## src/hdl/tnbc_pkg.sv

```systemverilog
// shared types, constants and helpers of the triple notch biquad cascade
package tnbc_pkg;

	localparam int RAW_W      = 12;
	localparam int IDX_W      = 32;
	localparam int OUT_W      = 16;
	localparam int COEF_W     = 32;
	localparam int A2_W       = 34;
	localparam int VAL_W      = 64;
	localparam int CFG_IDX_W  = 3;
	localparam int CFG_DATA_W = 32;
	localparam int NUM_NOTCH  = 3;
	localparam int FRAC_BITS  = 20;
	localparam int COEF_SHIFT = 30;

	// register indexes of the configuration port
	localparam logic [CFG_IDX_W-1:0] REG_CENTER_OFFSET = 3'd0;
	localparam logic [CFG_IDX_W-1:0] REG_NOTCH1_GAIN   = 3'd1;
	localparam logic [CFG_IDX_W-1:0] REG_NOTCH1_COS    = 3'd2;
	localparam logic [CFG_IDX_W-1:0] REG_NOTCH2_GAIN   = 3'd3;
	localparam logic [CFG_IDX_W-1:0] REG_NOTCH2_COS    = 3'd4;
	localparam logic [CFG_IDX_W-1:0] REG_NOTCH3_GAIN   = 3'd5;
	localparam logic [CFG_IDX_W-1:0] REG_NOTCH3_COS    = 3'd6;

	localparam logic [CFG_IDX_W-1:0] GAIN_REG [NUM_NOTCH] =
		'{REG_NOTCH1_GAIN, REG_NOTCH2_GAIN, REG_NOTCH3_GAIN};
	localparam logic [CFG_IDX_W-1:0] COS_REG [NUM_NOTCH] =
		'{REG_NOTCH1_COS, REG_NOTCH2_COS, REG_NOTCH3_COS};

	// reset values
	localparam logic [RAW_W-1:0] CENTER_OFFSET_RST = 12'd2048;
	localparam logic signed [COEF_W-1:0] GAIN_RST [NUM_NOTCH] =
		'{32'sd1062613752, 32'sd1051711606, 32'sd1041026256};
	localparam logic signed [COEF_W-1:0] COS_RST [NUM_NOTCH] =
		'{-32'sd2021211467, -32'sd1701705126, -32'sd1223799761};

	// 1.0 in q4.30, used for a2 = 2*b0 - 1
	localparam logic signed [A2_W-1:0] ONE_Q30 = 34'sd1073741824;

	localparam logic signed [VAL_W-1:0] I64_MAX = 64'sh7FFF_FFFF_FFFF_FFFF;
	localparam logic signed [VAL_W-1:0] I64_MIN = 64'sh8000_0000_0000_0000;

	localparam logic signed [OUT_W-1:0] OUT_MAX = 16'sh7FFF;
	localparam logic signed [OUT_W-1:0] OUT_MIN = 16'sh8000;

	typedef struct packed {
		logic signed [COEF_W-1:0] gain;
		logic signed [COEF_W-1:0] cos_term;
	} coef_t;

	typedef struct packed {
		logic                    start;
		logic signed [A2_W-1:0]  coef;
		logic signed [VAL_W-1:0] val;
	} mul_req_t;

	typedef enum logic [2:0] {
		MUL_IDLE,
		MUL_LO,
		MUL_HI,
		MUL_ACC,
		MUL_RND,
		MUL_SGN
	} mul_state_t;

	typedef enum logic [3:0] {
		SEQ_IDLE,
		SEQ_LOAD,
		SEQ_BX_GO,
		SEQ_BX_WAIT,
		SEQ_Y,
		SEQ_B1X_GO,
		SEQ_B1X_WAIT,
		SEQ_AY1_GO,
		SEQ_AY1_WAIT,
		SEQ_Z1,
		SEQ_AY2_GO,
		SEQ_AY2_WAIT,
		SEQ_ROUND,
		SEQ_EMIT
	} seq_state_t;

	// clamp a widened sum to the signed 64-bit range
	function automatic logic signed [VAL_W-1:0] sat64(input logic signed [VAL_W+1:0] v);
		logic signed [VAL_W+1:0] hi;
		logic signed [VAL_W+1:0] lo;
		hi = (VAL_W+2)'(I64_MAX);
		lo = (VAL_W+2)'(I64_MIN);
		if (v > hi) begin
			return I64_MAX;
		end else if (v < lo) begin
			return I64_MIN;
		end
		return VAL_W'(v);
	endfunction

endpackage

```

## src/hdl/tnbc_cfg.sv

```systemverilog
// configuration registers and per-section coefficient select
module tnbc_cfg #(
	parameter int STAGE_COUNT = 3
) (
	input  logic                                clk,
	input  logic                                arst_n,
	input  logic                                wr_en,
	input  logic [tnbc_pkg::CFG_IDX_W-1:0]      index,
	input  logic [tnbc_pkg::CFG_DATA_W-1:0]     wdata,
	input  logic [(STAGE_COUNT > 1 ? $clog2(STAGE_COUNT) : 1)-1:0] stage,
	output logic [tnbc_pkg::RAW_W-1:0]          center_offset,
	output tnbc_pkg::coef_t                     coef
);

	logic [tnbc_pkg::RAW_W-1:0]         offset_q;
	logic signed [tnbc_pkg::COEF_W-1:0] gain_q [tnbc_pkg::NUM_NOTCH];
	logic signed [tnbc_pkg::COEF_W-1:0] cos_q  [tnbc_pkg::NUM_NOTCH];

	always_ff @(posedge clk or negedge arst_n) begin
		if (!arst_n) begin
			offset_q <= tnbc_pkg::CENTER_OFFSET_RST;
			for (int s = 0; s < tnbc_pkg::NUM_NOTCH; s++) begin
				gain_q[s] <= tnbc_pkg::GAIN_RST[s];
				cos_q[s]  <= tnbc_pkg::COS_RST[s];
			end
		end else if (wr_en) begin
			if (index == tnbc_pkg::REG_CENTER_OFFSET) begin
				offset_q <= wdata[tnbc_pkg::RAW_W-1:0];
			end
			for (int s = 0; s < tnbc_pkg::NUM_NOTCH; s++) begin
				if (index == tnbc_pkg::GAIN_REG[s]) begin
					gain_q[s] <= $signed(wdata);
				end
				if (index == tnbc_pkg::COS_REG[s]) begin
					cos_q[s] <= $signed(wdata);
				end
			end
		end
	end

	// sections past the configurable ones see zero coefficients
	always_comb begin
		coef = '0;
		for (int s = 0; s < tnbc_pkg::NUM_NOTCH; s++) begin
			if (int'(stage) == s) begin
				coef.gain     = gain_q[s];
				coef.cos_term = cos_q[s];
			end
		end
	end

	assign center_offset = offset_q;

endmodule

```

## config.mk

```make
export PLATFORM = sky130hd
export DESIGN_NAME = tnbc_cfg
export DESIGN_NICKNAME = d
export VERILOG_FILES = /design/src/hdl/tnbc_pkg.sv /design/src/hdl/tnbc_cfg.sv
export SDC_FILE = /design/constraint.sdc
export NUM_CORES = 1
export LEC_CHECK = 0
export BUFFER_PORTS_ARGS = -buffer_cell sky130_fd_sc_hd__buf_4
export CORE_MARGIN = 1.5
export CORE_UTILIZATION = 58
export CTS_BUF_LIST = sky130_fd_sc_hd__clkbuf_8 sky130_fd_sc_hd__clkbuf_16
export CTS_CLUSTER_SIZE = 30
export DETAILED_ROUTE_END_ITERATION = 7
export PLACE_DENSITY = 0.85
export SLEW_MARGIN = 10
export SYNTH_ARGS = -nofsm -noshare
export SYNTH_HDL_FRONTEND = slang
export SYNTH_SLANG_ARGS = --single-unit
```

## constraint.sdc

```tcl
create_clock -name clk -period 1.7 [get_ports clk]
set_clock_uncertainty 0.2 [all_clocks]
set_input_delay 0.17 -clock clk [delete_from_list [all_inputs] [get_ports clk]]
set_output_delay 0.17 -clock clk [all_outputs]
set_load 0.02 [all_outputs]
```

**Word-level counts from Yosys, hierarchy flattened**

Cells that the tools add are included.

- Bits in writable memories: 0
- Memories kept: 0
- Bits in registers: 204
- Output and inout port bits: 76
- Bits of input ports: 40
- Memory bits (read-only): 0
- Bits in latches: 0
- Logic and storage cells: 27

- Shifts and indexed selects: 0
- $lt $le $gt $ge: 0
- Equal/unequal tests: 8
- $mul: 0
- Reduce and logical (&&, ||, !) cells: 9
- Add/subtract/negate cells: 0
- Divide/modulo/power cells: 0
- Muxes and demuxes: 3
- Bitwise logic cells: 0

Operators with widths:

| kind | count |
|---|---|
| two-way mux 64 bit | 3 |
| AND reduction 2 bit | 7 |
| == test 3 bit (second input constant) | 3 |
| == test 3 x 2 -> 1 bit (second input constant) | 2 |
| == test 2 bit (second input constant) | 2 |
| == test 3 x 1 -> 1 bit (second input constant) | 1 |
| zero test 3 bit | 1 |
| zero test 2 bit | 1 |

**Logic depth before layout (Yosys ltp)**

Gate-level depths: netlist of run 1.

- Depth in word-level cells: 4
- Mapped depth: 5

**Worst setup path before layout of run 1**

Ideal clock, no wire load.

- Kind: input -> register
- From: input port wr_en
- To: register gain_q[65] in the netlist's numbering
- Data required time: 1.375 ns
- Setup slack: 0.186 ns
- Stages: 5
- Buffers on the path: 3
- Arrival time: 1.190 ns
- Cells stage by stage: buf_2 nor4bb_1 buf_2 buf_6 mux2_2

- Longest elaborated chain between the ends: 1

RTL lines:

| item | RTL line | source |
|---|---|---|
| from (decl) | tnbc_cfg.sv:7 | `input logic wr_en,` |
| AND reduction 2 bit (no source line) | -- |  |
| to (signal, indexed assignment) | tnbc_cfg.sv:23 | `gain_q[s] <= tnbc_pkg::GAIN_RST[s];` |
| to (signal, indexed assignment) | tnbc_cfg.sv:32 | `gain_q[s] <= $signed(wdata);` |
| to (decl) | tnbc_cfg.sv:16 | `logic signed [tnbc_pkg::COEF_W-1:0] gain_q [tnbc_pkg::NUM_NOTCH];` |

Every way passes these cells.
A chain may end at the register's enable or synchronous reset.

==> results of run 1 <==
-- power by group --
group          leakage (uW)  switching [uW]  internal (uW)
combinational       0.00235            1600           1830
sequential          0.00230             613           6300
clock              0.000376            1810           2810
-- synthesized netlist by cell type --
cell type	number
dfstp_2	98
mux2i_1	64
buf_4	1
and4bb_1	1
o2bb2ai_1	64
buf_2	20
nor2b_1	1
nor4bb_1	2
buf_6	9
clkbuf_1	14
mux2_1	35
nand4b_1	3
nor4b_2	1
dfrtp_1	106
mux2_2	169
-- final timing paths --
check | startpoint | to | slack [ns] | cells past startpoint
max in group asynchronous | arst_n | cos_q[63]$_DFFE_PN1P_ | 0.14 | 4
min in group asynchronous | arst_n | cos_q[15]$_DFFE_PN0P_ | 0.50 | 3
worst min register to register | cos_q[47]$_DFFE_PN0P_ | cos_q[47]$_DFFE_PN0P_ | 0.29 | 1
worst min-delay path | index[1] | center_offset[4]$_DFFE_PN0P_ | 0.1 | 4
worst max register to register | gain_q[32]$_DFFE_PN0P_ | gain_q[32]$_DFFE_PN0P_ | 0.49 | 3
worst max-delay path | gain_q[36]$_DFFE_PN1P_ | coef[36] | -0.19 | 3
-- layer usage --
metal,global-route usage (%),vias up,routed length [um]
met1,35.4,2950,9130
li1,-,2516,-
met3,2.88,37,807
met5,0,-,0
met2,44.7,140,10500
met4,7.60,0,474
-- repair_timing --
action	4_1_cts	5_1_grt
hold buffers	34	0
setup buffers	5	9
gates resized for setup	22	16
pin swaps	55	18
endpoints found under the hold margin	337	0
endpoints found under the setup margin	55	65
-- logic make-up (layout without fill, tap and decap cells) --
family,count (synthesis),after routing,share of synthesized area (%)
buf+inv,44,223,2.88
compound gates,64,64,6.18
mux,268,268,32.4
simple gates,8,8,0.883
flops,204,204,57.7
-- layout by cell type, fill, tap and decap left out --
master	count
buf_12	14
buf_6	14
buf_4	122
o2bb2ai_2	14
mux2_1	35
o2bb2ai_1	50
inv_6	1
mux2i_1	56
clkbuf_16	21
inv_1	7
clkbuf_8	6
dfstp_2	98
clkinv_2	1
and4bb_2	1
dlygate4sd3_1	34
buf_8	1
mux2i_2	7
nand4b_1	3
bufinv_16	2
mux2_2	169
nor4bb_4	2
nor4b_2	1
nor2b_4	1
dfrtp_1	106
mux2i_4	1
-- flip-flops by register name, summed over array words and instances (netlist names) --
name	count
cos_q	96
gain_q	96
center_offset	12
-- per-stage QoR --
stage / cells / area (um^2) / hold slack [ns] / TNS [ns] / total power (uW)
global placement: 892 / 10300 / -0.0779 / 0 / 9810
floorplan: 588 / 9070 / -0.326 / 0 / 8700
global route: 978 / 11700 / 0.110 / -7.30 / 15600
detailed placement: 892 / 10300 / -0.0761 / 0 / 10000
finish: 978 / 11700 / 0.0995 / -4.56 / 15000
CTS: 969 / 11500 / 0.0706 / -5.05 / 14900
-- area by class of cell --
cell class,count,area share [%]
Sequential cell,204,44.9
Multi-Input combinational cell,340,32.1
Timing Repair Buffer,185,14.7
Clock buffer,27,5.22
Tap cell,211,2.27
Clock inverter,11,0.859
-- worst register-to-register path: cells and delay by family, from the launching register on --
kind                   cells  cell delay (ns)
buffers and inverters      2             0.27
DFF                        1             0.38
muxes                      1             0.26
==> run metrics, run 1 <==
transition at the pin with the smallest max-transition slack about 0.37 ns; Yosys warning total 0; number of routed nets with antenna violations 0; number of buffers and inverters on the critical path 1; pin count of the biggest net entering global routing 58; required time at the endpoint of the critical path 1.33 ns; post-synthesis average cell area 15.4 um^2; root cell of the clock tree clkbuf_16; critical path endpoint category output port; fraction of layout cells with a size suffix above 1 62.1%; num ports 116; routed vias 5643; Worst IR Drop VDD 1.02 mV; # diodes 0; clock tree sinks 204; source-to-sink clock delay at the later pin of the worst-skew pair 0.49 ns; total global routing track utilization 26.0%; RSZ-0062 raised after global routing yes; sort of element at the start of the critical path flip-flop; Slew Limit Fails 0; core area 15300 um^2; last weighted congestion value of the routability-driven placer 0.779; cell count after synthesis around 590; Critical Path Fanout Max 2; worst rel slew slack between 70% and 80%; Routed Wire Length 20900 um; pre-CTS WS 0.0766 ns; CP max-delay cell dfstp_2; Period minus WS final 1.89 ns; portion of the post-synthesis area used by sequential elements 57.7%; post-synthesis cell type count 15; area of the multi-input gates 3740 um^2; fraction of post-synthesis cell area in the top cell type by area 29.3%; Synth area leaders dfrtp_1 (29%), dfstp_2 (28%), mux2_2 (21%); via density per instance between 5 and 6; maximum count of clock buffers along a single path 3; hold violation total from the final report 0; Max Freq 0.529 GHz; result of the run complete, but fails checks; number of nets produced by synthesis 628; count of state elements after synthesis around 200; number of filler instances in the final layout between 800 and 900; remaining global-route overflow 0; worst min path class in -> reg; fin util 76.4%; final clock period utilization by the worst path 111%; Wirelength per Cell 21.4 um; cell class contributing the biggest share of worst-path delay flip-flops; power per unit of standard cell area approximately 1300 nW/um^2; nets@finish 792; clock tree from TritonCTS built; Leak Pwr 0.00503 uW; die height approximately 130 um; width of the chip 128 um; ordered list of cells on the worst path mux2i_1 -> o2bb2ai_1 -> buf_4; critical path arrival 1.52 ns; detailed-router iteration count before antenna repair 4; post-detailed-route DRC marker count 0; Finish-stage setup viols 52; maximum level of the CTS H-tree 1; crit-path max cell delay 0.53 ns; DPL Wire Length 12600 um; starting density of the core 59.4%; violated checks setup timing; Critical Setup Path Class reg -> out; via count of the first global-routing pass about 6100; number of buffers inserted during clock tree synthesis 21; Max-cap violations 0; register cell area after layout 5230 um^2; DRC violation total after the first TritonRoute iteration around 420; wire length of the first global-routing pass 33200 um; synth-to-layout area growth 28.5%; Worst Slack Setup Final -0.189 ns; clock slew seen by the registers of the worst setup and hold paths 0.06 ns; initial antenna violation count 0; # rows 45; top cell type by total area after synthesis dfrtp_1; number of input and output port buffers inserted 115; post-synthesis cell area 9070 um^2; full die area ~16000 um^2
Power figures use the tool's default switching activity.
==> run 2, diff against run 1 <==
==> constraint.sdc (replaced) <==
create_clock -name clk -period 1.7 [get_ports clk]
set_clock_uncertainty 0.2 [all_clocks]
set_input_delay 0.34 -clock clk [delete_from_list [all_inputs] [get_ports clk]]
set_output_delay 0.34 -clock clk [all_outputs]
set_load 0.02 [all_outputs]
==> run metrics, run 2 (same netlist as run 1, synthesis figures left out) <==
most common library cell in the layout ignoring fill and taps mux2_2; nets@finish about 800; Period minus WS final around 2.0 ns; source-to-sink clock delay at the later pin of the worst-skew pair between 0.4 and 0.5 ns; clock tree from TritonCTS built; fraction of layout cells with a size suffix above 1 slightly above 70%; Pint 11400 uW; transition at the pin with the smallest max-transition slack 0.411 ns; maximum level of the CTS H-tree 1; DRC violation total after the first TritonRoute iteration slightly below 300; RSZ-0062 raised after global routing yes; synth-to-layout area growth 38.7%; Wirelength per Cell 23.6 um; initial antenna violation count 0; portion of total power attributed to sequential cells 44.4%; Logic pwr share roughly 25%; Critical Path Fanout Max 2; critical path endpoint category output port; pre-CTS WS -0.213 ns; final clock period utilization by the worst path 120%; hold violation total from the final report 0; remaining global-route overflow 0; last weighted congestion value of the routability-driven placer 0.805; post-layout total power 15900 uW; wire length of the first global-routing pass roughly 36000 um; # diodes 0; Finish-stage setup viols 64; Slew Limit Fails 0; sort of element at the start of the critical path flip-flop; root cell of the clock tree clkbuf_16; pin count of the biggest net entering global routing 46; number of buffers inserted during clock tree synthesis 22; reported net switching power between 4000 and 5000 uW; num ports 116; Worst Slack Setup Final -0.340 ns; top library cells by usage in the layout, fill and taps aside mux2_2 (169), dfrtp_1 (106), dfstp_2 (98); number of routed nets with antenna violations 0; required time at the endpoint of the critical path roughly 1.2 ns; Max-cap violations 0; routed vias 5945; clock slew seen by the registers of the worst setup and hold paths about 0.06 ns; core area between 15000 and 20000 um^2; width of the chip 128 um; # rows 45; result of the run complete, but fails checks; clock group share of total power 30.9%; Max Freq 0.490 GHz; Critical Setup Path Class reg -> out; die height 128 um; violated checks setup timing; Sw Share approximately 28%; number of input and output port buffers inserted 115; detailed-router iteration count before antenna repair 4; clock tree sinks 204; total global routing track utilization 28.6%; via density per instance 5.97; worst rel slew slack 72.6%; Worst IR Drop VDD ~1.1 mV; Routed Wire Length 23500 um; starting density of the core roughly three fifths; power per unit of standard cell area 1260 nW/um^2; post-detailed-route DRC marker count 0; maximum count of clock buffers along a single path 3; Leak Pwr 0.00528 uW; via count of the first global-routing pass 6511; worst min path class in -> async; critical path arrival 1.50 ns; DPL Wire Length 13100 um; full die area 16400 um^2
[run 2: final cells by class]
cell class | count | area, um^2
flip-flops and latches | 204 | 5230
multi-input cells | 340 | 4160
fillers | 713 | 2690
repair buffers | 200 | 2160
clock buffers | 31 | 686
well taps | 211 | 264
clock inverters | 9 | 80.1
[run 2: worst paths after layout]
path / to / from / cells past startpoint / slack [ns]
worst max-delay path: coef[4] / cos_q[36]$_DFFE_PN1P_ / 3 / -0.34
worst min-delay path: gain_q[16]$_DFFE_PN0P_ / arst_n / 2 / 0.13
worst max register to register: gain_q[42]$_DFFE_PN0P_ / gain_q[42]$_DFFE_PN0P_ / 3 / 0.48
worst min register to register: cos_q[53]$_DFFE_PN0P_ / cos_q[53]$_DFFE_PN0P_ / 1 / 0.29
max in group asynchronous: gain_q[7]$_DFFE_PN1P_ / arst_n / 3 / 0.53
min in group clk: gain_q[82]$_DFFE_PN1P_ / index[2] / 4 / 0.28
[run 2: stage by stage]
step	area, um^2	hold WS (ns)	setup TNS [ns]	std cells	utilization (%)
6_report	12600	0.132	-14.50	995	82.4
5_1_grt	12600	0.158	-17.22	995	82.4
4_1_cts	12400	0.139	-14.91	988	81.2
3_5_place_dp	10900	0.0869	-17.57	907	71.3
3_3_place_gp	10900	0.0792	-12.97	907	71.3
2_1_floorplan	9480	-0.156	-1.20	588	-
[run 2: routing by layer]
| layer | vias to the layer above | track usage [%] | wire [um] |
|---|---|---|---|
| met1 | 3154 | 39.4 | 10100 |
| met3 | 45 | 4.22 | 1180 |
| li1 | 2561 | - | - |
| met4 | 0 | 8.26 | 499 |
| met2 | 185 | 47.6 | 11700 |
| met5 | - | 0 | 0 |
[run 2: worst max-delay path, cell delays in order (launching register included)]
cell and delay (ns):
dfstp_2 0.56, mux2i_2 0.09, o2bb2ai_2 0.21, buf_6 0.15
[run 2: repair_timing]
action                                  CTS  global route
cloned                                    2             0
buffers inserted                          6             7
resized for setup                        82            28
hold endpoints to repair                324             0
hold buffers                             33             0
endpoints found under the setup margin   65            65
pin swaps                                46             8
[run 2: power by group through the flow]
stage	clock, uW	sequential [uW]	combinational (uW)
2_1_floorplan	0	6880	2110
6_report	4910	7050	3920
3_3_place_gp	0	6890	3260
4_1_cts	4960	6950	3750
3_5_place_dp	0	6990	3380
5_1_grt	5160	7180	4150
==> run 3, diff against run 2 <==
--- a/config.mk
+++ b/config.mk
@@ -6,8 +6,10 @@
 export NUM_CORES = 1
 export LEC_CHECK = 0
 export BUFFER_PORTS_ARGS = -buffer_cell sky130_fd_sc_hd__buf_4
+export CELL_PAD_IN_SITES_DETAIL_PLACEMENT = 2
+export CELL_PAD_IN_SITES_GLOBAL_PLACEMENT = 2
 export CORE_MARGIN = 1.5
-export CORE_UTILIZATION = 58
+export CORE_UTILIZATION = 42
 export CTS_BUF_LIST = sky130_fd_sc_hd__clkbuf_8 sky130_fd_sc_hd__clkbuf_16
 export CTS_CLUSTER_SIZE = 30
 export DETAILED_ROUTE_END_ITERATION = 7
==> run metrics, run 3 (same netlist as run 1, synthesis figures left out) <==
result of the run complete, but fails checks; violated checks setup timing; CP max-delay cell dfstp_2; clock tree sinks a little over 200; maximum level of the CTS H-tree 1; number of buffers inserted during clock tree synthesis 23; clock tree from TritonCTS built; transition at the pin with the smallest max-transition slack 0.350 ns; crit-path max cell delay 0.56 ns; initial antenna violation count 0; Critical Path Fanout Max 2; wire length of the first global-routing pass 53500 um; fin area 13000 um^2; num ports 116; remaining global-route overflow 0; full die area 22500 um^2; Slew Limit Fails 0; Worst Slack Setup Final -0.439 ns; Max-cap violations 0; DPL Wire Length 17600 um; power per unit of standard cell area 1350 nW/um^2; total cell area at the placement stage 11000 um^2; required time at the endpoint of the critical path 1.16 ns; DRC violation total after the first TritonRoute iteration 343; clock slew seen by the registers of the worst setup and hold paths ~0.07 ns; Wirelength per Cell 37.9 um; post-detailed-route DRC marker count 0; Critical Setup Path Class reg -> out; die height 150 um; starting density of the core a little over two fifths; synth-to-layout area growth 43.3%; pin count of the biggest net entering global routing 53; reg-to-reg slack, setup 0.49 ns; via count of the first global-routing pass between 7000 and 8000; most common library cell in the layout ignoring fill and taps mux2_2; hold violation total from the final report 0; nets@finish about 830; critical path arrival 1.60 ns; Finish-stage setup viols 65; top library cells by usage in the layout, fill and taps aside mux2_2 (169), dfrtp_1 (106), buf_4 (104); worst min path class in -> async; Leak Pwr 0.00538 uW; fraction of layout cells with a size suffix above 1 75.5%; Worst IR Drop VDD roughly 1.0 mV; # rows 53; width of the chip approximately 150 um; critical path endpoint category output port; worst rel slew slack between 70% and 80%; maximum count of clock buffers along a single path 3; number of routed nets with antenna violations 0; source-to-sink clock delay at the later pin of the worst-skew pair between 0.5 and 0.6 ns; Period minus WS final 2.14 ns; last weighted congestion value of the routability-driven placer roughly 0.73; number of input and output port buffers inserted 115; Routed Wire Length 41100 um; ordered list of cells on the worst path mux2i_1 -> o2bb2ai_2 -> buf_6; total global routing track utilization 33.4%; root cell of the clock tree clkbuf_16; routed vias 6486; sort of element at the start of the critical path flip-flop; Max Freq 0.468 GHz; # diodes 0; via density per instance 5.98; core area 21100 um^2; pre-CTS WS -0.249 ns; RSZ-0062 raised after global routing yes; detailed-router iteration count before antenna repair 4; final clock period utilization by the worst path 126%; aggregate negative setup slack -20.05 ns
-- run 3: cell count changes in the layout (fill, tap and decap cells not counted), moves of 4 or more --
| cell | delta |
|---|---|
| buf_4 | +28 |
| mux2i_1 | -21 |
| mux2i_4 | +11 |
| mux2i_2 | +10 |
| o2bb2ai_2 | -6 |
| o2bb2ai_4 | +5 |
| inv_1 | +4 |
-- run 3: final cells by class --
type                    instances  area, um^2
fillers                      1708        8100
clock inverters                11        77.6
well taps                     275         344
flip-flops and latches        204        5230
multi-input cells             340        4390
repair buffers                223        2260
clock buffers                  31         686
-- run 3: stage by stage --
stage                     hold WS (ns)  cells  util (%)  total power [uW]
after detailed placement        0.0572    975      52.1             10600
after floorplan                 -0.156    588         -              8990
final                           0.0757   1084      61.6             17600
after global placement          0.0483    975      52.1             10200
after CTS                       0.0757   1068      59.7             16500
after global routing            0.0819   1084      61.6             18000
-- run 3: timing repair --
| action | in CTS | in global routing |
|---|---|---|
| setup buffers | 18 | 16 |
| endpoints found under the setup margin | 65 | 65 |
| hold buffers | 33 | 0 |
| pin swaps | 61 | 18 |
| endpoints found under the hold margin | 322 | 0 |
| gates resized for setup | 88 | 49 |
-- run 3: power by group --
part	internal, uW	switching [uW]
clock network	2970	2340
registers	6330	1150
logic	2390	2370
total	11700	5860
-- run 3: layer usage --
layer | vias up | GRT usage (%) | routed length [um]
li1 | 2597 | - | -
met3 | 98 | 4.42 | 1670
met5 | - | 0 | 0
met4 | 0 | 12.7 | 1620
met2 | 225 | 59.7 | 21300
met1 | 3566 | 40.8 | 16500
-- run 3: worst paths after layout --
check	startpoint	endpoint	depth (start not counted)
min in group clk	index[1]	center_offset[10]$_DFFE_PN0P_	4
max	cos_q[88]$_DFFE_PN1P_	coef[24]	3
min	arst_n	gain_q[75]$_DFFE_PN0P_	2
max in group asynchronous	arst_n	gain_q[10]$_DFFE_PN1P_	3
max reg2reg	gain_q[86]$_DFFE_PN1P_	gain_q[86]$_DFFE_PN1P_	3
min reg2reg	cos_q[58]$_DFFE_PN0P_	cos_q[58]$_DFFE_PN0P_	1
-- run 3: critical path: cells and delay by family (launching register included) --
family,cells,cell delay [ns]
flip-flops,1,0.56
AO/OA/AOI/OAI,1,0.23
buffers and inverters,1,0.15
multiplexers,1,0.11
